$ cat config.mk
export PLATFORM = sky130hd
export DESIGN_NAME = subtitle_frame_shifter_core
export DESIGN_NICKNAME = d
export VERILOG_FILES = /design/src/rtl/core/sfs_pkg.sv /design/src/rtl/core/sfs_offset.sv /design/src/rtl/core/sfs_bcd.sv /design/src/rtl/core/subtitle_frame_shifter_core.sv
export SDC_FILE = /design/constraint.sdc
export NUM_CORES = 1
export LEC_CHECK = 0
export BUFFER_PORTS_ARGS = -buffer_cell sky130_fd_sc_hd__buf_2
export CAP_MARGIN = 20
export CORE_ASPECT_RATIO = 0.75
export CORE_MARGIN = 2
export CORE_UTILIZATION = 58
export DETAILED_ROUTE_END_ITERATION = 7
export GPL_ROUTABILITY_DRIVEN = 1
export PLACE_DENSITY_LB_ADDON = 0.1
export SLEW_MARGIN = 25
export SYNTH_ARGS = -nofsm -noshare
export SYNTH_HDL_FRONTEND = slang
export SYNTH_SLANG_ARGS = --single-unit
$ cat constraint.sdc
create_clock -name clk_i -period 5.3 [get_ports clk_i]
set_input_delay 0.265 -clock clk_i [delete_from_list [all_inputs] [get_ports clk_i]]
set_output_delay 0.265 -clock clk_i [all_outputs]
set_load 0.005 [all_outputs]
$ cat src/rtl/core/sfs_pkg.sv
// sfs_pkg: shared types and constants of the subtitle frame shifter
// no dependencies; used by every module in rtl/core
package sfs_pkg;

  // field and register widths
  localparam int unsigned BYTE_W     = 8;
  localparam int unsigned RATE_W     = 8;
  localparam int unsigned DELAY_W    = 23;
  localparam int unsigned SUM_W      = 32;
  localparam int unsigned PROD_W     = 31;
  localparam int unsigned REM_W      = 10;
  localparam int unsigned BCD_DIGITS = 10;
  localparam int unsigned DIG_CNT_W  = 4;
  localparam int unsigned CFG_IDX_W  = 1;

  localparam int unsigned MAX_DIGITS_DEF = 9;
  localparam int unsigned MS_PER_S       = 1000;

  localparam logic [RATE_W-1:0]  FRAME_RATE_RST = 8'd25;
  localparam logic [DELAY_W-1:0] DELAY_MS_RST   = '0;

  // register indexes
  localparam logic [CFG_IDX_W-1:0] CFG_FRAME_RATE = 1'b0;
  localparam logic [CFG_IDX_W-1:0] CFG_DELAY_MS   = 1'b1;

  // characters
  localparam logic [BYTE_W-1:0] CH_LF     = 8'h0A;
  localparam logic [BYTE_W-1:0] CH_CR     = 8'h0D;
  localparam logic [BYTE_W-1:0] CH_MINUS  = 8'h2D;
  localparam logic [BYTE_W-1:0] CH_ZERO   = 8'h30;
  localparam logic [BYTE_W-1:0] CH_NINE   = 8'h39;
  localparam logic [BYTE_W-1:0] CH_LBRACE = 8'h7B;
  localparam logic [BYTE_W-1:0] CH_RBRACE = 8'h7D;

  typedef enum logic [4:0] {
    ST_OPEN1,
    ST_NUM1,
    ST_OPEN2,
    ST_NUM2,
    ST_FIRST,
    ST_TEXT,
    ST_OFF,
    ST_SUM,
    ST_CONV,
    ST_OB,
    ST_MINUS,
    ST_SKIP,
    ST_DIG,
    ST_CB,
    ST_TXT,
    ST_NL,
    ST_STOP
  } sfs_state_e;

  typedef enum logic [2:0] {
    OFF_IDLE,
    OFF_MUL,
    OFF_ADJ,
    OFF_DIV,
    OFF_DONE
  } off_state_e;

  typedef struct packed {
    logic start;
    logic shift;
  } bcd_ctrl_t;

endpackage

$ cat src/rtl/core/sfs_offset.sv
// sfs_offset: frame offset floor(frame_rate * delay_ms / 1000)
// bit-serial shift-add multiply, then restoring division one bit a cycle
// depends on sfs_pkg
module sfs_offset (
  input  logic                                  clk_i,
  input  logic                                  rst_ni,
  input  logic                                  start_i,
  input  logic        [sfs_pkg::RATE_W-1:0]     rate_i,
  input  logic        [sfs_pkg::DELAY_W-1:0]    delay_i,
  output logic                                  done_o,
  output logic signed [sfs_pkg::SUM_W-1:0]      off_o
);

  localparam int unsigned PW   = sfs_pkg::PROD_W;
  localparam int unsigned CntW = $clog2(PW);
  localparam int unsigned RW   = sfs_pkg::REM_W;

  sfs_pkg::off_state_e state_q, state_d;

  logic [PW-1:0]                mcand_q, mcand_d;
  logic [sfs_pkg::RATE_W-1:0]   mplier_q, mplier_d;
  logic [PW-1:0]                acc_q, acc_d;
  logic [RW-1:0]                rem_q, rem_d;
  logic                         neg_q, neg_d;
  logic [CntW-1:0]              cnt_q, cnt_d;

  logic [sfs_pkg::DELAY_W-1:0]  delay_mag;
  logic [RW:0]                  trial;
  logic                         trial_ge;
  logic [sfs_pkg::SUM_W-1:0]    quot_ext;

  assign delay_mag = delay_i[sfs_pkg::DELAY_W-1] ? (~delay_i + 1'b1) : delay_i;
  assign trial     = {rem_q, acc_q[PW-1]};
  assign trial_ge  = trial >= (RW+1)'(sfs_pkg::MS_PER_S);
  assign quot_ext  = sfs_pkg::SUM_W'(acc_q);

  // next state
  always_comb begin
    state_d = state_q;
    unique case (state_q)
      sfs_pkg::OFF_IDLE: if (start_i) state_d = sfs_pkg::OFF_MUL;
      sfs_pkg::OFF_MUL:  if (cnt_q == CntW'(sfs_pkg::RATE_W - 1)) state_d = sfs_pkg::OFF_ADJ;
      sfs_pkg::OFF_ADJ:  state_d = sfs_pkg::OFF_DIV;
      sfs_pkg::OFF_DIV:  if (cnt_q == CntW'(PW - 1)) state_d = sfs_pkg::OFF_DONE;
      sfs_pkg::OFF_DONE: state_d = sfs_pkg::OFF_IDLE;
      default:           state_d = sfs_pkg::OFF_IDLE;
    endcase
  end

  // datapath and outputs
  always_comb begin
    mcand_d  = mcand_q;
    mplier_d = mplier_q;
    acc_d    = acc_q;
    rem_d    = rem_q;
    neg_d    = neg_q;
    cnt_d    = cnt_q;
    done_o   = 1'b0;
    unique case (state_q)
      sfs_pkg::OFF_IDLE: begin
        if (start_i) begin
          mcand_d  = PW'(delay_mag);
          mplier_d = rate_i;
          acc_d    = '0;
          neg_d    = delay_i[sfs_pkg::DELAY_W-1];
          cnt_d    = '0;
        end
      end
      sfs_pkg::OFF_MUL: begin
        if (mplier_q[0]) acc_d = acc_q + mcand_q;
        mcand_d  = {mcand_q[PW-2:0], 1'b0};
        mplier_d = {1'b0, mplier_q[sfs_pkg::RATE_W-1:1]};
        cnt_d    = cnt_q + 1'b1;
      end
      sfs_pkg::OFF_ADJ: begin
        // floor of a negative quotient: divide the magnitude rounded up
        if (neg_q) acc_d = acc_q + PW'(sfs_pkg::MS_PER_S - 1);
        rem_d = '0;
        cnt_d = '0;
      end
      sfs_pkg::OFF_DIV: begin
        rem_d = trial_ge ? RW'(trial - (RW+1)'(sfs_pkg::MS_PER_S)) : trial[RW-1:0];
        acc_d = {acc_q[PW-2:0], trial_ge};
        cnt_d = cnt_q + 1'b1;
      end
      sfs_pkg::OFF_DONE: done_o = 1'b1;
      default: ;
    endcase
  end

  assign off_o = neg_q ? $signed(~quot_ext + 1'b1) : $signed(quot_ext);

  always_ff @(posedge clk_i or negedge rst_ni) begin
    if (!rst_ni) begin
      state_q <= sfs_pkg::OFF_IDLE;
      cnt_q   <= '0;
    end else begin
      state_q <= state_d;
      cnt_q   <= cnt_d;
    end
  end

  always_ff @(posedge clk_i) begin
    mcand_q  <= mcand_d;
    mplier_q <= mplier_d;
    acc_q    <= acc_d;
    rem_q    <= rem_d;
    neg_q    <= neg_d;
  end

endmodule

$ cat src/rtl/core/sfs_bcd.sv
// sfs_bcd: bit-serial binary to decimal converter (shift and add three)
// digits leave most significant first through a nibble shift register
// depends on sfs_pkg
module sfs_bcd (
  input  logic                            clk_i,
  input  logic                            rst_ni,
  input  sfs_pkg::bcd_ctrl_t              ctrl_i,
  input  logic [sfs_pkg::SUM_W-1:0]       bin_i,
  output logic                            done_o,
  output logic [3:0]                      digit_o
);

  localparam int unsigned BW   = sfs_pkg::SUM_W;
  localparam int unsigned DW   = 4 * sfs_pkg::BCD_DIGITS;
  localparam int unsigned CntW = $clog2(BW);

  logic [BW-1:0]   bin_q, bin_d;
  logic [DW-1:0]   bcd_q, bcd_d;
  logic [DW-1:0]   bcd_adj;
  logic [CntW-1:0] cnt_q, cnt_d;
  logic            busy_q, busy_d;
  logic            done_q, done_d;

  // add three to every digit of five or more before the shift
  always_comb begin
    for (int i = 0; i < int'(sfs_pkg::BCD_DIGITS); i++) begin
      bcd_adj[4*i +: 4] = (bcd_q[4*i +: 4] >= 4'd5) ? bcd_q[4*i +: 4] + 4'd3
                                                  : bcd_q[4*i +: 4];
    end
  end

  always_comb begin
    bin_d  = bin_q;
    bcd_d  = bcd_q;
    cnt_d  = cnt_q;
    busy_d = busy_q;
    done_d = 1'b0;
    if (ctrl_i.start) begin
      bin_d  = bin_i;
      bcd_d  = '0;
      cnt_d  = '0;
      busy_d = 1'b1;
    end else if (busy_q) begin
      bcd_d = {bcd_adj[DW-2:0], bin_q[BW-1]};
      bin_d = {bin_q[BW-2:0], 1'b0};
      cnt_d = cnt_q + 1'b1;
      if (cnt_q == CntW'(BW - 1)) begin
        busy_d = 1'b0;
        done_d = 1'b1;
      end
    end else if (ctrl_i.shift) begin
      bcd_d = {bcd_q[DW-5:0], 4'b0000};
    end
  end

  assign done_o  = done_q;
  assign digit_o = bcd_q[DW-1 -: 4];

  always_ff @(posedge clk_i or negedge rst_ni) begin
    if (!rst_ni) begin
      cnt_q  <= '0;
      busy_q <= 1'b0;
      done_q <= 1'b0;
    end else begin
      cnt_q  <= cnt_d;
      busy_q <= busy_d;
      done_q <= done_d;
    end
  end

  always_ff @(posedge clk_i) begin
    bin_q <= bin_d;
    bcd_q <= bcd_d;
  end

endmodule

$ cat src/rtl/core/subtitle_frame_shifter_core.sv
// subtitle_frame_shifter_core: top level of the subtitle frame shifter
// instantiates sfs_offset and sfs_bcd; depends on sfs_pkg
//
// Rewrites lines of the form {start}{end}text, one byte per input transaction,
// adding floor(rate * delay / 1000) to both frame numbers, with the rate in frames per
// second and the delay in milliseconds. Text bytes after the first pass through at one
// per cycle while the output accepts them. The first text byte of a line starts the
// header burst: the offset unit runs 8 multiply steps, a rounding step, 31 divide steps
// and a done state, then each frame number passes through the bit-serial decimal
// converter, drops its leading zeros and sends its characters at one per cycle while
// the output accepts them. Header and number bytes are taken without producing output.
// A format error, a carriage return or a number with more than MAX_DIGITS digits gives
// one result with tuser set and tdata zero; after it all input is accepted and dropped
// until reset. Configuration must be written only while no line is in flight; the block
// itself does not enforce this.
module subtitle_frame_shifter_core #(
  parameter int unsigned MAX_DIGITS = sfs_pkg::MAX_DIGITS_DEF
) (
  input  logic                               clk_i,
  input  logic                               rst_ni,
  input  logic                               cfg_we_i,
  input  logic [sfs_pkg::CFG_IDX_W-1:0]      cfg_idx_i,
  input  logic [sfs_pkg::DELAY_W-1:0]        cfg_data_i,
  input  logic                               s_axis_tvalid,
  output logic                               s_axis_tready,
  input  logic [sfs_pkg::BYTE_W-1:0]         s_axis_tdata,  // [7:0] in_byte
  input  logic                               s_axis_tlast,  // end_of_input
  output logic                               m_axis_tvalid,
  input  logic                               m_axis_tready,
  output logic [sfs_pkg::BYTE_W-1:0]         m_axis_tdata,  // [7:0] out_byte
  output logic                               m_axis_tuser,  // [0] error
  output logic                               m_axis_tlast   // last
);

  localparam int unsigned FrameW = $clog2(10 ** MAX_DIGITS);
  localparam int unsigned CntW   = $clog2(MAX_DIGITS + 1);
  localparam int unsigned SW     = sfs_pkg::SUM_W;

  sfs_pkg::sfs_state_e state_q, state_d;

  logic [sfs_pkg::RATE_W-1:0]  rate_q;
  logic [sfs_pkg::DELAY_W-1:0] delay_q;

  logic [FrameW-1:0]             start_q, start_d;
  logic [FrameW-1:0]             end_q, end_d;
  logic [CntW-1:0]               cnt_q, cnt_d;
  logic [sfs_pkg::BYTE_W-1:0]    txt_q, txt_d;
  logic                          eoi_q, eoi_d;
  logic                          sel_q, sel_d;
  logic                          neg_q, neg_d;
  logic signed [SW-1:0]          off_q, off_d;
  logic [sfs_pkg::DIG_CNT_W-1:0] left_q, left_d;

  logic                       out_vld_q;
  logic [sfs_pkg::BYTE_W-1:0] out_byte_q;
  logic                       out_err_q, out_last_q;
  logic                       out_load;
  logic [sfs_pkg::BYTE_W-1:0] out_byte_n;
  logic                       out_err_n, out_last_n;
  logic                       out_free;

  logic                       in_acc, parse_st, fail;
  logic                       is_digit, is_lbr, is_rbr, is_lf, is_cr;
  logic [3:0]                 dig_val;
  logic [FrameW-1:0]          frame_cur;
  logic [FrameW+2:0]          frame_x10;
  logic [FrameW-1:0]          num_sel;
  logic signed [SW-1:0]       sum_v;
  logic [SW-1:0]              sum_mag;

  logic                       off_start, off_done;
  logic signed [SW-1:0]       off_val;
  sfs_pkg::bcd_ctrl_t         bcd_ctl;
  logic [SW-1:0]              bcd_bin;
  logic                       bcd_done;
  logic [3:0]                 bcd_digit;
  logic                       skip_zero;

  sfs_offset u_offset (
    .clk_i   (clk_i),
    .rst_ni  (rst_ni),
    .start_i (off_start),
    .rate_i  (rate_q),
    .delay_i (delay_q),
    .done_o  (off_done),
    .off_o   (off_val)
  );

  sfs_bcd u_bcd (
    .clk_i   (clk_i),
    .rst_ni  (rst_ni),
    .ctrl_i  (bcd_ctl),
    .bin_i   (bcd_bin),
    .done_o  (bcd_done),
    .digit_o (bcd_digit)
  );

  assign is_digit = (s_axis_tdata >= sfs_pkg::CH_ZERO) && (s_axis_tdata <= sfs_pkg::CH_NINE);
  assign is_lbr   = s_axis_tdata == sfs_pkg::CH_LBRACE;
  assign is_rbr   = s_axis_tdata == sfs_pkg::CH_RBRACE;
  assign is_lf    = s_axis_tdata == sfs_pkg::CH_LF;
  assign is_cr    = s_axis_tdata == sfs_pkg::CH_CR;
  assign dig_val  = s_axis_tdata[3:0];

  assign out_free = !out_vld_q || m_axis_tready;
  assign parse_st = (state_q == sfs_pkg::ST_OPEN1) || (state_q == sfs_pkg::ST_NUM1)
                 || (state_q == sfs_pkg::ST_OPEN2) || (state_q == sfs_pkg::ST_NUM2)
                 || (state_q == sfs_pkg::ST_FIRST) || (state_q == sfs_pkg::ST_TEXT);
  assign s_axis_tready = (parse_st && out_free) || (state_q == sfs_pkg::ST_STOP);
  assign in_acc        = s_axis_tvalid && s_axis_tready;

  // decimal accumulation of the frame number being parsed
  assign frame_cur = (state_q == sfs_pkg::ST_NUM2) ? end_q : start_q;
  assign frame_x10 = {frame_cur, 3'b000} + {2'b00, frame_cur, 1'b0} + (FrameW+3)'(dig_val);

  assign num_sel = sel_q ? end_q : start_q;
  assign sum_v   = $signed(SW'(num_sel)) + off_q;
  assign sum_mag = sum_v[SW-1] ? (~sum_v + 1'b1) : sum_v;

  assign skip_zero = (bcd_digit == 4'd0) && (left_q > sfs_pkg::DIG_CNT_W'(1));

  // format check of the accepted byte
  always_comb begin
    fail = 1'b0;
    unique case (state_q) inside
      sfs_pkg::ST_OPEN1, sfs_pkg::ST_OPEN2: fail = !is_lbr || s_axis_tlast;
      sfs_pkg::ST_NUM1, sfs_pkg::ST_NUM2: begin
        if (is_digit) fail = (cnt_q >= CntW'(MAX_DIGITS)) || s_axis_tlast;
        else if (is_rbr && (cnt_q != '0)) fail = s_axis_tlast;
        else fail = 1'b1;
      end
      sfs_pkg::ST_FIRST: fail = is_lf || is_cr;
      sfs_pkg::ST_TEXT:  fail = is_cr;
      default:           fail = 1'b0;
    endcase
  end

  // next state
  always_comb begin
    state_d = state_q;
    unique case (state_q)
      sfs_pkg::ST_OPEN1: if (in_acc) state_d = fail ? sfs_pkg::ST_STOP : sfs_pkg::ST_NUM1;
      sfs_pkg::ST_OPEN2: if (in_acc) state_d = fail ? sfs_pkg::ST_STOP : sfs_pkg::ST_NUM2;
      sfs_pkg::ST_NUM1: begin
        if (in_acc) begin
          if (fail) state_d = sfs_pkg::ST_STOP;
          else if (is_rbr) state_d = sfs_pkg::ST_OPEN2;
        end
      end
      sfs_pkg::ST_NUM2: begin
        if (in_acc) begin
          if (fail) state_d = sfs_pkg::ST_STOP;
          else if (is_rbr) state_d = sfs_pkg::ST_FIRST;
        end
      end
      sfs_pkg::ST_FIRST: if (in_acc) state_d = fail ? sfs_pkg::ST_STOP : sfs_pkg::ST_OFF;
      sfs_pkg::ST_TEXT: begin
        if (in_acc) begin
          if (fail) state_d = sfs_pkg::ST_STOP;
          else if (is_lf) state_d = sfs_pkg::ST_OPEN1;
          else if (s_axis_tlast) state_d = sfs_pkg::ST_NL;
        end
      end
      sfs_pkg::ST_OFF:   if (off_done) state_d = sfs_pkg::ST_SUM;
      sfs_pkg::ST_SUM:   state_d = sfs_pkg::ST_CONV;
      sfs_pkg::ST_CONV:  if (bcd_done) state_d = sfs_pkg::ST_OB;
      sfs_pkg::ST_OB:    if (out_free) state_d = neg_q ? sfs_pkg::ST_MINUS : sfs_pkg::ST_SKIP;
      sfs_pkg::ST_MINUS: if (out_free) state_d = sfs_pkg::ST_SKIP;
      sfs_pkg::ST_SKIP:  if (!skip_zero) state_d = sfs_pkg::ST_DIG;
      sfs_pkg::ST_DIG: begin
        if (out_free && (left_q == sfs_pkg::DIG_CNT_W'(1))) state_d = sfs_pkg::ST_CB;
      end
      sfs_pkg::ST_CB:    if (out_free) state_d = sel_q ? sfs_pkg::ST_TXT : sfs_pkg::ST_SUM;
      sfs_pkg::ST_TXT:   if (out_free) state_d = eoi_q ? sfs_pkg::ST_NL : sfs_pkg::ST_TEXT;
      sfs_pkg::ST_NL:    if (out_free) state_d = sfs_pkg::ST_OPEN1;
      sfs_pkg::ST_STOP:  state_d = sfs_pkg::ST_STOP;
      default:           state_d = sfs_pkg::ST_STOP;
    endcase
  end

  // outputs and datapath
  always_comb begin
    out_load   = 1'b0;
    out_byte_n = '0;
    out_err_n  = 1'b0;
    out_last_n = 1'b0;
    off_start  = 1'b0;
    bcd_ctl    = '0;
    bcd_bin    = '0;
    start_d    = start_q;
    end_d      = end_q;
    cnt_d      = cnt_q;
    txt_d      = txt_q;
    eoi_d      = eoi_q;
    sel_d      = sel_q;
    neg_d      = neg_q;
    off_d      = off_q;
    left_d     = left_q;
    if (in_acc && fail) begin
      out_load   = 1'b1;
      out_err_n  = 1'b1;
      out_last_n = 1'b1;
    end else begin
      unique case (state_q)
        sfs_pkg::ST_OPEN1: begin
          if (in_acc) begin
            start_d = '0;
            cnt_d   = '0;
          end
        end
        sfs_pkg::ST_OPEN2: begin
          if (in_acc) begin
            end_d = '0;
            cnt_d = '0;
          end
        end
        sfs_pkg::ST_NUM1: begin
          if (in_acc) begin
            if (is_digit) begin
              start_d = frame_x10[FrameW-1:0];
              cnt_d   = cnt_q + 1'b1;
            end else begin
              cnt_d = '0;
            end
          end
        end
        sfs_pkg::ST_NUM2: begin
          if (in_acc) begin
            if (is_digit) begin
              end_d = frame_x10[FrameW-1:0];
              cnt_d = cnt_q + 1'b1;
            end else begin
              cnt_d = '0;
            end
          end
        end
        sfs_pkg::ST_FIRST: begin
          if (in_acc) begin
            txt_d     = s_axis_tdata;
            eoi_d     = s_axis_tlast;
            sel_d     = 1'b0;
            off_start = 1'b1;
          end
        end
        sfs_pkg::ST_TEXT: begin
          if (in_acc) begin
            out_load   = 1'b1;
            out_byte_n = s_axis_tdata;
            out_last_n = !(s_axis_tlast && !is_lf);
          end
        end
        sfs_pkg::ST_OFF: if (off_done) off_d = off_val;
        sfs_pkg::ST_SUM: begin
          neg_d         = sum_v[SW-1];
          bcd_ctl.start = 1'b1;
          bcd_bin       = sum_mag;
          left_d        = sfs_pkg::DIG_CNT_W'(sfs_pkg::BCD_DIGITS);
        end
        sfs_pkg::ST_OB: begin
          out_load   = out_free;
          out_byte_n = sfs_pkg::CH_LBRACE;
        end
        sfs_pkg::ST_MINUS: begin
          out_load   = out_free;
          out_byte_n = sfs_pkg::CH_MINUS;
        end
        sfs_pkg::ST_SKIP: begin
          // drop leading zeros, keeping the units digit
          if (skip_zero) begin
            bcd_ctl.shift = 1'b1;
            left_d        = left_q - 1'b1;
          end
        end
        sfs_pkg::ST_DIG: begin
          out_byte_n = sfs_pkg::CH_ZERO | {4'b0000, bcd_digit};
          if (out_free) begin
            out_load      = 1'b1;
            bcd_ctl.shift = 1'b1;
            left_d        = left_q - 1'b1;
          end
        end
        sfs_pkg::ST_CB: begin
          out_byte_n = sfs_pkg::CH_RBRACE;
          if (out_free) begin
            out_load = 1'b1;
            sel_d    = 1'b1;
          end
        end
        sfs_pkg::ST_TXT: begin
          out_load   = out_free;
          out_byte_n = txt_q;
          out_last_n = !eoi_q;
        end
        sfs_pkg::ST_NL: begin
          out_load   = out_free;
          out_byte_n = sfs_pkg::CH_LF;
          out_last_n = 1'b1;
        end
        default: ;
      endcase
    end
  end

  // configuration registers
  always_ff @(posedge clk_i or negedge rst_ni) begin
    if (!rst_ni) begin
      rate_q  <= sfs_pkg::FRAME_RATE_RST;
      delay_q <= sfs_pkg::DELAY_MS_RST;
    end else if (cfg_we_i) begin
      unique case (cfg_idx_i)
        sfs_pkg::CFG_FRAME_RATE: rate_q  <= cfg_data_i[sfs_pkg::RATE_W-1:0];
        sfs_pkg::CFG_DELAY_MS:   delay_q <= cfg_data_i;
        default: ;
      endcase
    end
  end

  always_ff @(posedge clk_i or negedge rst_ni) begin
    if (!rst_ni) begin
      state_q   <= sfs_pkg::ST_OPEN1;
      cnt_q     <= '0;
      left_q    <= '0;
      sel_q     <= 1'b0;
      out_vld_q <= 1'b0;
    end else begin
      state_q <= state_d;
      cnt_q   <= cnt_d;
      left_q  <= left_d;
      sel_q   <= sel_d;
      if (out_load) out_vld_q <= 1'b1;
      else if (m_axis_tready) out_vld_q <= 1'b0;
    end
  end

  always_ff @(posedge clk_i) begin
    start_q <= start_d;
    end_q   <= end_d;
    txt_q   <= txt_d;
    eoi_q   <= eoi_d;
    neg_q   <= neg_d;
    off_q   <= off_d;
    if (out_load) begin
      out_byte_q <= out_byte_n;
      out_err_q  <= out_err_n;
      out_last_q <= out_last_n;
    end
  end

  assign m_axis_tvalid = out_vld_q;
  assign m_axis_tdata  = out_byte_q;
  assign m_axis_tuser  = out_err_q;
  assign m_axis_tlast  = out_last_q;

endmodule
# Word-level counts from Yosys, hierarchy flattened
# Cells that the tools add are included.
[classes]
n_addsub = 23
bitwise = 5
order_cmp = 15
muxes = 110
eq_ne = 57
reduce_logical = 60
[ops]
columns = ["operator", "count"]
rows = [
  ["32-bit 2-to-1 mux", 5],
  ["31-bit 2-to-1 mux", 5],
  ["5-bit 2-to-1 mux", 28],
  ["31-bit case mux with 4 select lines", 1],
  ["30-bit 2-to-1 mux", 4],
  ["30-bit case mux with 2 select lines", 2],
  ["40-bit 2-to-1 mux", 2],
  ["5-bit case mux with 16 select lines", 1],
  ["32-bit by 1-bit adder with 32-bit output, second input constant", 2],
  ["4-bit 2-to-1 mux", 16],
  ["31-bit case mux with 2 select lines", 1],
  ["8-bit case mux with 7 select lines", 1],
  ["5-bit by 4-bit == test with 1-bit output, second input constant", 8],
  ["4-bit by 3-bit greater-or-equal comparator with 1-bit output, second input constant", 10],
  ["2-bit != test, second input constant", 19],
  ["4-bit by 2-bit adder with 4-bit output, second input constant", 9],
  ["31-bit by 32-bit adder with 32-bit output", 1],
  ["31-bit NOT with 32-bit output", 1],
  ["32-bit NOT", 1],
  ["31-bit by 10-bit adder with 31-bit output, second input constant", 1],
  ["31-bit adder", 1],
  ["30-bit adder", 1],
  ["30-bit by 4-bit adder with 30-bit output", 1],
  ["29-bit 2-to-1 mux", 1],
  ["other kinds (57)", 148],
]
[word_totals]
wordCells = 299
register_bits = 326

# Longest topological paths before layout
# Gate-level depths: netlist of the first run.
[depth]
word_depth = 14
depth_mapped = 22
depth_no_buf = 20

# Cells and area by module
# Synthesis of the first run repeated with hierarchy kept, for this count alone.
[hier_totals]
hier_cells = 2390
area_unflattened_um2 = 22924.5
[modules_own_cells]
columns = ["module", "area_per_inst_um2", "n_inst", "cells_per_inst"]
rows = [
  ["subtitle_frame_shifter_core", 11810.1, 1, 1239],
  ["sfs_offset", 6749.0, 1, 753],
  ["sfs_bcd", 4365.4, 1, 398],
]

# Worst setup path after synthesis of the first run
# OpenSTA, ideal clock, no wires.
[synth_path]
path_kind = "register to register"
from = "register state_q[3]"
to = "register start_q[28], data pin"
path_slack_ps = 381
synth_period_minus_slack_ps = 4919
arrival_ps = 4653
setup_time_ps = 266
required_ps = 5034
stages_incl_launch_ff = 21
path_buffers = 2
cell_sequence = "dfrtp_1 clkbuf_1 nor3_1 nand3_1 clkbuf_1 nand2_1 nand2_1 ha_1 ha_1 fa_1 a21oi_1 o21bai_1 a21oi_1 o32ai_1 a211o_1 a31o_2 o41ai_1 o21ai_0 a21oi_1 xor2_1 nor2_1"
[synth_via]
elab_chain_cells = 7
word_cells_on_any_way = 9
[synth_lines]
columns = ["item", "line_no", "rtl"]
rows = [
  ["from (decl)", "subtitle_frame_shifter_core.sv:39", "sfs_pkg::sfs_state_e state_q, state_d;"],
  ["from (signal assigned)", "subtitle_frame_shifter_core.sv:320", "state_q <= sfs_pkg::ST_OPEN1;"],
  ["from (signal assigned)", "subtitle_frame_shifter_core.sv:326", "state_q <= state_d;"],
  ["5-bit by 2-bit == test with 1-bit output", "subtitle_frame_shifter_core.sv:113", "assign frame_cur = (state_q == sfs_pkg::ST_NUM2) ? end_q : start_q;"],
  ["29-bit 2-to-1 mux", "subtitle_frame_shifter_core.sv:113", ""],
  ["30-bit adder", "subtitle_frame_shifter_core.sv:114", "assign frame_x10 = {frame_cur, 3'b000} + {2'b00, frame_cur, 1'b0} + (FrameW+3)'(dig_val);"],
  ["30-bit by 4-bit adder with 30-bit output", "subtitle_frame_shifter_core.sv:114", ""],
  ["30-bit 2-to-1 mux", "subtitle_frame_shifter_core.sv:219", "if (is_digit) begin"],
  ["30-bit 2-to-1 mux", "subtitle_frame_shifter_core.sv:218", "if (in_acc) begin"],
  ["30-bit case mux with 2 select lines *", "subtitle_frame_shifter_core.sv:204", "unique case (state_q)"],
  ["to (signal assigned)", "subtitle_frame_shifter_core.sv:336", "start_q <= start_d;"],
  ["to (decl)", "subtitle_frame_shifter_core.sv:44", "logic [FrameW-1:0] start_q, start_d;"],
]
# Mark *: on every way between the ends. The rest lies on a longest branch, timed or not. The select of a mux whose other input is x is not followed.
# A chain may end at the register's enable or synchronous reset.

# Final worst setup path of the first run
[layout_path]
from = "register sel_q"
to = "register u_bcd.bin_q[31], data pin"
[layout_via]
elab_chain_cells = 8
[layout_lines]
columns = ["item", "line_no", "rtl"]
rows = [
  ["from (decl)", "subtitle_frame_shifter_core.sv:49", "logic sel_q, sel_d;"],
  ["from (signal assigned)", "subtitle_frame_shifter_core.sv:329", "sel_q <= sel_d;"],
  ["30-bit 2-to-1 mux *", "subtitle_frame_shifter_core.sv:116", "assign num_sel = sel_q ? end_q : start_q;"],
  ["31-bit by 32-bit adder with 32-bit output *", "subtitle_frame_shifter_core.sv:117", "assign sum_v = $signed(SW'(num_sel)) + off_q;"],
  ["32-bit NOT", "subtitle_frame_shifter_core.sv:118", "assign sum_mag = sum_v[SW-1] ? (~sum_v + 1'b1) : sum_v;"],
  ["32-bit by 1-bit adder with 32-bit output", "subtitle_frame_shifter_core.sv:118", ""],
  ["32-bit 2-to-1 mux *", "subtitle_frame_shifter_core.sv:118", ""],
  ["32-bit 2-to-1 mux *", "subtitle_frame_shifter_core.sv:204", ""],
  ["32-bit 2-to-1 mux *", "subtitle_frame_shifter_core.sv:199", "if (in_acc && fail) begin"],
  ["32-bit 2-to-1 mux *", "sfs_bcd.sv:38", "if (ctrl_i.start) begin"],
  ["named net u_bcd.bin_d[31]", "sfs_bcd.sv:17", "logic [BW-1:0] bin_q, bin_d;"],
  ["to (signal assigned)", "sfs_bcd.sv:72", "bin_q <= bin_d;"],
  ["to (decl)", "sfs_bcd.sv:17", ""],
]
# Mark *: on every way through the listed nets, which the timed path passes. The rest lies on a longest branch.

==> results.toml, run 1 <==
[status]
outcome = "finished, final reports clean"

[synthesis]
synth.yosys.seq_area_share = 0.420
synth-main-ff-cell = "edfxtp_1"
synth_area_per_inst_um2 = 9.34
yosys_warnings = 0
synth_area_leader_cell = "edfxtp_1"
synth-async-reset-ratio = 0.187
syn-instance-count = 2319
synth-seq-cells = 326
synth_cell_types = 79
synth.net_count = 2508
synth_top_area_frac = 0.312
syn-cell-area_um2 = 21700
synth_enable_flop_cells = 225
top_area_cells_in_the_synthesized_netlist = "edfxtp_1 31%, ha_1 8.5%, dfrtp_1 6.7%, nand2_1 5.4%, o21ai_0 4.0%"

[sta]
report.final.hold_viol_count = 0
worst_clock_skew_ns = 0.0202
fmax_mhz = 202
final-setup-viol-count = 0
final.hold.worst_slack_ns = 0.0352
worstMarginPinSlew_ns = 1.12
slew_headroom = 0.250
setup-tns-final_ns = 0
final.period_utilization = 0.935
rsz0062_at_grt = "no"
period_needed_ns = 4.96
timing_max_transition_violations_final = 0

[grt]
grt_first_pass_wirelength_um = 85400
initial_antenna_violation_count = 0
grt_start_max_net_pins = 64
globalRouteTotalUtil = 0.274
first_global_vias = 16125
grt_remaining_overflow = 0

[pwr]
finalPower_mw = 8.69
cell_internal_pwr_mw = 5.70
p_clk_frac = 0.300
ir_drop_v = 0.000303
combinationalPowerShare = 0.312
netSwitchingFraction = 0.344
p_seq_frac = 0.388
power.density_nw_per_um2 = 363
static-leakage-power_nw = 9.71
switchingPower_mw = 2.99

[critical_path]
crit_arrival_ns = 5.36
worst_setup_path_start_kind = "flip-flop"
path_common_cell = "buf_4"
critical_path.slowest_cell = "a211oi_1"
critical_path.endpoint_type = "flip-flop"
critPathMaxFanout = 15
crit_path_cell_trace = "buf_4 > mux2_2 > ha_1 > fa_1 > a211oi_1 > o21ai_1 > a31oi_1 > o41a_1 > xnor2_1 > nand4_1 > nor3b_2 > nand3_1 > nand3b_1 > o31ai_1 > buf_4"
r2r_slack_ns = 0.34
timing_worst_setup_path_type = "reg -> reg"
worstPathRequired_ns = 5.71
cp_slowest_stage_delay_ns = 0.46

[clocking]
cts_root_buf = "clkbuf_16"
htree_levels = 2
clock_network_latency_to_the_later_pin_of_the_worst_skew_pair_ns = 0.54
tritoncts_clock_tree = "done"
number_of_clock_buffers_inserted_by_tritoncts = 37
clockBufferDepth = 3
clk_pin_slew_ns = 0.06
clkSinkCount = 326

[layout]
layout.nets = 2549
finalInstanceArea_um2 = 23900
insertedDiodeCount = 0
area.growth.synth_to_final_pct = 10.4
drive_above_1_share = 0.105
fillCellCount = 3088

[routing]
wl_per_cell_um = 18.6
vias_after_detailed_routing = 17456
routed_via_density = 6.04
detail_route.first_pass.iterations = 7
drc = 0
total_length_of_routed_wires_um = 53800
final_antenna_net_count = 0
initialDrtViolationCount = 1579

[min_path]
holdCritPathClass = "in -> reg"

[floorplan]
fp.coreArea_um2 = 36900
die_w_um = 227
fp.dieArea_um2 = 38900
rows = 61
starting_density_of_the_core = 0.586
fp.dieH_um = 171
io_pins = 50

[placement]
postPlaceCellArea_um2 = 22400
portBuffers = 49
gp_congestion = 0.928
post-dp-hpwl_um = 38300

[run]
drv.max_cap_violation_count = 0
## cells in the final DEF (no fill, tap or decap), types with 25 or more instances in the layout
| cell | netlist | layout |
|---|---|---|
| a211oi_1 | 36 | 36 |
| a21o_1 | 48 | 48 |
| a21oi_1 | 124 | 123 |
| a31oi_1 | 40 | 40 |
| and3_1 | 27 | 27 |
| buf_2 | 7 | 49 |
| buf_4 | 0 | 32 |
| clkbuf_16 | 0 | 39 |
| dfrtp_1 | 58 | 57 |
| dfxtp_1 | 40 | 40 |
| dlygate4sd3_1 | 0 | 25 |
| edfxtp_1 | 225 | 225 |
| ha_1 | 147 | 147 |
| inv_1 | 76 | 76 |
| mux2_2 | 61 | 61 |
| nand2_1 | 314 | 312 |
| nand2b_1 | 30 | 30 |
| nand3_1 | 33 | 32 |
| nor2_1 | 205 | 201 |
| nor2b_1 | 37 | 37 |
| nor3_1 | 45 | 41 |
| o21ai_0 | 175 | 175 |
| xnor2_1 | 93 | 93 |
| xor2_1 | 84 | 84 |
## logic make-up after synthesis
logic type               synth area share
flip-flops                          0.420
buffers and inverters              0.0325
multiplexers                       0.0419
AND/OR/NAND/NOR                     0.173
AO/OA/AOI/OAI                       0.173
XOR/XNOR                           0.0716
adder cells (fa/ha/maj)            0.0886
## final timing paths
kind / depth (start not counted) / start / endpoint
max: 15 / sel_q$_DFFE_PN0P_ / u_bcd.bin_q[31]$_DFFE_PP_
min: 2 / cfg_data_i[0] / delay_q[0]$_DFFE_PN0P_
max reg2reg: 15 / sel_q$_DFFE_PN0P_ / u_bcd.bin_q[31]$_DFFE_PP_
min reg2reg: 1 / rate_q[7]$_DFFE_PN0P_ / rate_q[7]$_DFFE_PN0P_
max in group asynchronous: 3 / rst_ni / u_bcd.busy_q$_DFF_PN0_
min in group asynchronous: 3 / rst_ni / u_offset.cnt_q[4]$_DFFE_PN0P_
## timing repair
item                       in CTS  in global routing
hold endpoints to repair       86                  0
buffers inserted                0                  0
hold buffers                   25                  0
setup endpoints to repair       0                  1
gates resized for setup         0                  2
## synth_stat cells (58+ instances only)
library cell / n
dfrtp_1: 58
ha_1: 147
inv_1: 76
nor2_1: 205
nand2_1: 314
a21oi_1: 124
mux2_2: 61
xnor2_1: 93
edfxtp_1: 225
xor2_1: 84
o21ai_0: 175
clkbuf_1: 91
## state kept, by name (all words and copies together), names as in the netlist, 3 cells and up
name	count
cnt_q	4
delay_q	23
end_q	30
left_q	4
m_axis_tdata	8
off_q	32
rate_q	8
start_q	30
state_q	5
txt_q	8
u_bcd.bcd_q	40
u_bcd.bin_q	32
u_bcd.cnt_q	5
u_offset.acc_q	31
u_offset.cnt_q	5
u_offset.mcand_q	31
u_offset.mplier_q	8
u_offset.rem_q	10
u_offset.state_q	3
## critical path: cells and delay by family, from the launching register on
kind                     cells  cell delay [ns]
AO/OA/AOI/OAI                5             1.69
AND/OR/NAND/NOR              4             1.06
adder cells (fa/ha/maj)      2             0.63
buffers and inverters        2             0.45
flip-flops                   1             0.37
multiplexers                 1             0.37
XOR/XNOR                     1             0.26
## stage by stage
| step | util | setup slack (ns) | instances |
|---|---|---|---|
| 6_report | 0.647 | 0.345 | 2891 |
| 5_1_grt | 0.647 | 0.0218 | 2891 |
| 4_1_cts | 0.647 | 0.281 | 2891 |
| 3_5_place_dp | 0.607 | 0.310 | 2800 |
| 3_3_place_gp | 0.607 | 0.448 | 2800 |
| 2_1_floorplan | - | 0.381 | 2319 |
## power groups by stage
stage | Combinational, mW | Clock [mW] | Sequential [mW]
floorplan | 2.07 | 0 | 3.29
global placement | 2.56 | 0 | 3.40
detailed placement | 2.63 | 0 | 3.42
CTS | 2.67 | 2.65 | 3.37
global route | 3.03 | 2.74 | 3.41
finish | 2.71 | 2.61 | 3.37
## per-layer routing
layer / up-vias / GRT usage / part of all wire
li1: 8490 / - / -
met1: 8347 / 0.424 / 0.49
met2: 548 / 0.402 / 0.42
met3: 71 / 0.0449 / 0.069
met4: 0 / 0.0577 / 0.017
met5: - / 0 / 0
## cell type report
type                       instances  area, µm²  area share
tap                              504        631      0.0264
inverter                          81        304      0.0127
timing repair buffer             106        736      0.0308
clock buffer                      53       1060      0.0443
clock inverter                    13        158     0.00659
multi-input combinational       1808      11900       0.499
sequential                       326       9090       0.380
Note: power is estimated with default switching activity, not from simulation.
==> run 2: changes to the inputs <==
--- a/config.mk
+++ b/config.mk
@@ -5,7 +5,7 @@
 export SDC_FILE = /design/constraint.sdc
 export NUM_CORES = 1
 export LEC_CHECK = 0
-export BUFFER_PORTS_ARGS = -buffer_cell sky130_fd_sc_hd__buf_2
+export BUFFER_PORTS_ARGS = -buffer_cell sky130_fd_sc_hd__clkbuf_2
 export CAP_MARGIN = 20
 export CORE_ASPECT_RATIO = 0.75
 export CORE_MARGIN = 2
==> results.toml, run 2 (synthesis gave the netlist of run 1 again) <==
[clocking]
clockBufferDepth = 3
clock_network_latency_to_the_later_pin_of_the_worst_skew_pair_ns = 0.54
tritoncts_clock_tree = "done"
cts_setup_buffers = 0
number_of_clock_buffers_inserted_by_tritoncts = 36
clkSinkCount = 326
cts_root_buf = "clkbuf_16"
clk_pin_slew_ns = 0.07
htree_levels = 2

[floorplan]
io_pins = 50
fp.dieH_um = 171
fp.coreArea_um2 = 36900
starting_density_of_the_core = 0.586
die_w_um = 227
fp.dieArea_um2 = 38900
rows = 61

[routing]
total_length_of_routed_wires_um = 53800
wl_per_cell_um = 18.6
detail_route.first_pass.iterations = 5
initialDrtViolationCount = 1650
final_antenna_net_count = 0
routed_via_density = 6.09
drc = 0
vias_after_detailed_routing = 17591

[layout]
area_taken_by_flip_flops_and_latches_um2 = 9090
drive_above_1_share = 0.104
layout.cells.most_common = "nand2_1"
total_area_of_multi_input_combinational_cells_um2 = 11900
layout.nets = 2545
top_regs = "u_bcd.bcd_q x40, off_q x32, u_bcd.bin_q x32"
fillCellCount = 3102
largest_register_ffs = 40
final_cell_mix = "313 x nand2_1, 225 x edfxtp_1, 199 x nor2_1, 175 x o21ai_0, 147 x ha_1"
register_containing_the_most_flip_flops_in_the_final_layout = "u_bcd.bcd_q"
insertedDiodeCount = 0
finalInstanceArea_um2 = 23900
area.growth.synth_to_final_pct = 10.4

[sta]
final-setup-viol-count = 0
rsz0062_at_grt = "no"
fin_ws_ns = 0.191
worstMarginPinSlew_ns = 1.16
timing_max_transition_violations_final = 0
period_needed_ns = 5.11
worst_clock_skew_ns = 0.0203
fmax_mhz = 196
report.final.hold_viol_count = 0
slew_headroom = 0.227
setup-tns-final_ns = 0
final.period_utilization = 0.964

[pwr]
p_clk_frac = 0.304
static-leakage-power_nw = 9.71
ir_drop_v = 0.000235
p_seq_frac = 0.387
combinationalPowerShare = 0.309
switchingPower_mw = 2.98
cell_internal_pwr_mw = 5.75
netSwitchingFraction = 0.341
power.density_nw_per_um2 = 365

[placement]
postPlaceCellArea_um2 = 22400
portBuffers = 49
post-dp-hpwl_um = 38500
preCtsSetupSlack_ns = 0.294
gp_congestion = 0.924

[critical_path]
worst_setup_path_start_kind = "flip-flop"
crit_arrival_ns = 5.46
timing_worst_setup_path_type = "reg -> reg"
worstPathRequired_ns = 5.66
critical_path.endpoint_type = "flip-flop"
critPathMaxFanout = 28

[min_path]
holdCritPathClass = "in -> reg"

[grt]
grt_first_pass_wirelength_um = 85600
grt_remaining_overflow = 0
grt_start_max_net_pins = 64
initial_antenna_violation_count = 0
first_global_vias = 16514
globalRouteTotalUtil = 0.274

[run]
drv.max_cap_violation_count = 0

[status]
outcome = "finished, final reports clean"
## run 2: cell types whose count changed in the layout (fill, tap and decap cells not counted), sizes merged
| cell | delta |
|---|---|
| buf | -51 |
| clkbuf | +43 |
| clkinv | +3 |
| bufinv | +2 |
## run 2: critical path, stage by stage (launching register included)
cell	delay [ns]
dfrtp_1	0.51
clkinv_1	0.34
nor3_2	0.34
buf_4	0.37
or2_2	0.19
ha_1	0.28
a21o_1	0.20
a21o_1	0.18
a211oi_1	0.27
o21ai_0	0.11
a41oi_1	0.17
buf_4	0.19
o41ai_1	0.16
and4_1	0.25
a2111oi_1	0.63
buf_4	0.26
o21bai_1	0.08
xnor2_1	0.13
o32ai_1	0.26
## run 2: metal layers
| metal | up-vias | share of wire | GRT usage |
|---|---|---|---|
| met5 | - | 0 | 0 |
| met4 | 0 | 0.024 | 0.0776 |
| met3 | 105 | 0.059 | 0.0430 |
| met2 | 535 | 0.41 | 0.393 |
| met1 | 8457 | 0.50 | 0.426 |
| li1 | 8494 | - | - |
## run 2: power groups by stage
| stage | clock network, mW | registers, mW | logic (mW) |
|---|---|---|---|
| 2_1_floorplan | 0 | 3.29 | 2.07 |
| 3_3_place_gp | 0 | 3.40 | 2.55 |
| 3_5_place_dp | 0 | 3.42 | 2.62 |
| 4_1_cts | 2.70 | 3.37 | 2.66 |
| 5_1_grt | 2.80 | 3.41 | 3.02 |
| 6_report | 2.66 | 3.38 | 2.70 |
## run 2: final timing paths
kind | endpoint | startpoint | slack, ns | depth (start not counted)
hold reg to reg | rate_q[7]$_DFFE_PN0P_ | rate_q[7]$_DFFE_PN0P_ | 0.50 | 1
setup / recovery | u_offset.acc_q[30]$_DFFE_PP_ | u_offset.state_q[1]$_DFFE_PN0P_ | 0.19 | 18
hold / removal | txt_q[0]$_DFFE_PP_ | s_axis_tdata[0] | 0.05 | 1
min in group asynchronous | u_offset.state_q[1]$_DFFE_PN0P_ | rst_ni | 0.48 | 3
setup reg to reg | u_offset.acc_q[30]$_DFFE_PP_ | u_offset.state_q[1]$_DFFE_PN0P_ | 0.19 | 18
max in group asynchronous | u_bcd.busy_q$_DFF_PN0_ | rst_ni | 4.19 | 3
## run 2: repair_timing
item                                    CTS  global route
hold buffers                             25             0
endpoints found under the hold margin    86             0
gates resized for setup                   0             2
endpoints found under the setup margin    0             2
## run 2: area by class of cell
type | count | area share
multi-input cells | 1808 | 0.499
inverters | 81 | 0.0127
clock inverters | 18 | 0.00926
well taps | 504 | 0.0264
flip-flops and latches | 326 | 0.380
repair buffers | 103 | 0.0298
clock buffers | 48 | 0.0426
## run 2: through the flow
step	cells	utilization	total power, mW	hold slack [ns]
global route	2888	0.647	9.23	0.0387
detailed placement	2797	0.606	6.04	0.488
floorplan	2319	-	5.36	-0.0306
global placement	2797	0.606	5.95	0.483
finish	2888	0.647	8.73	0.0504
CTS	2888	0.647	8.73	0.0162
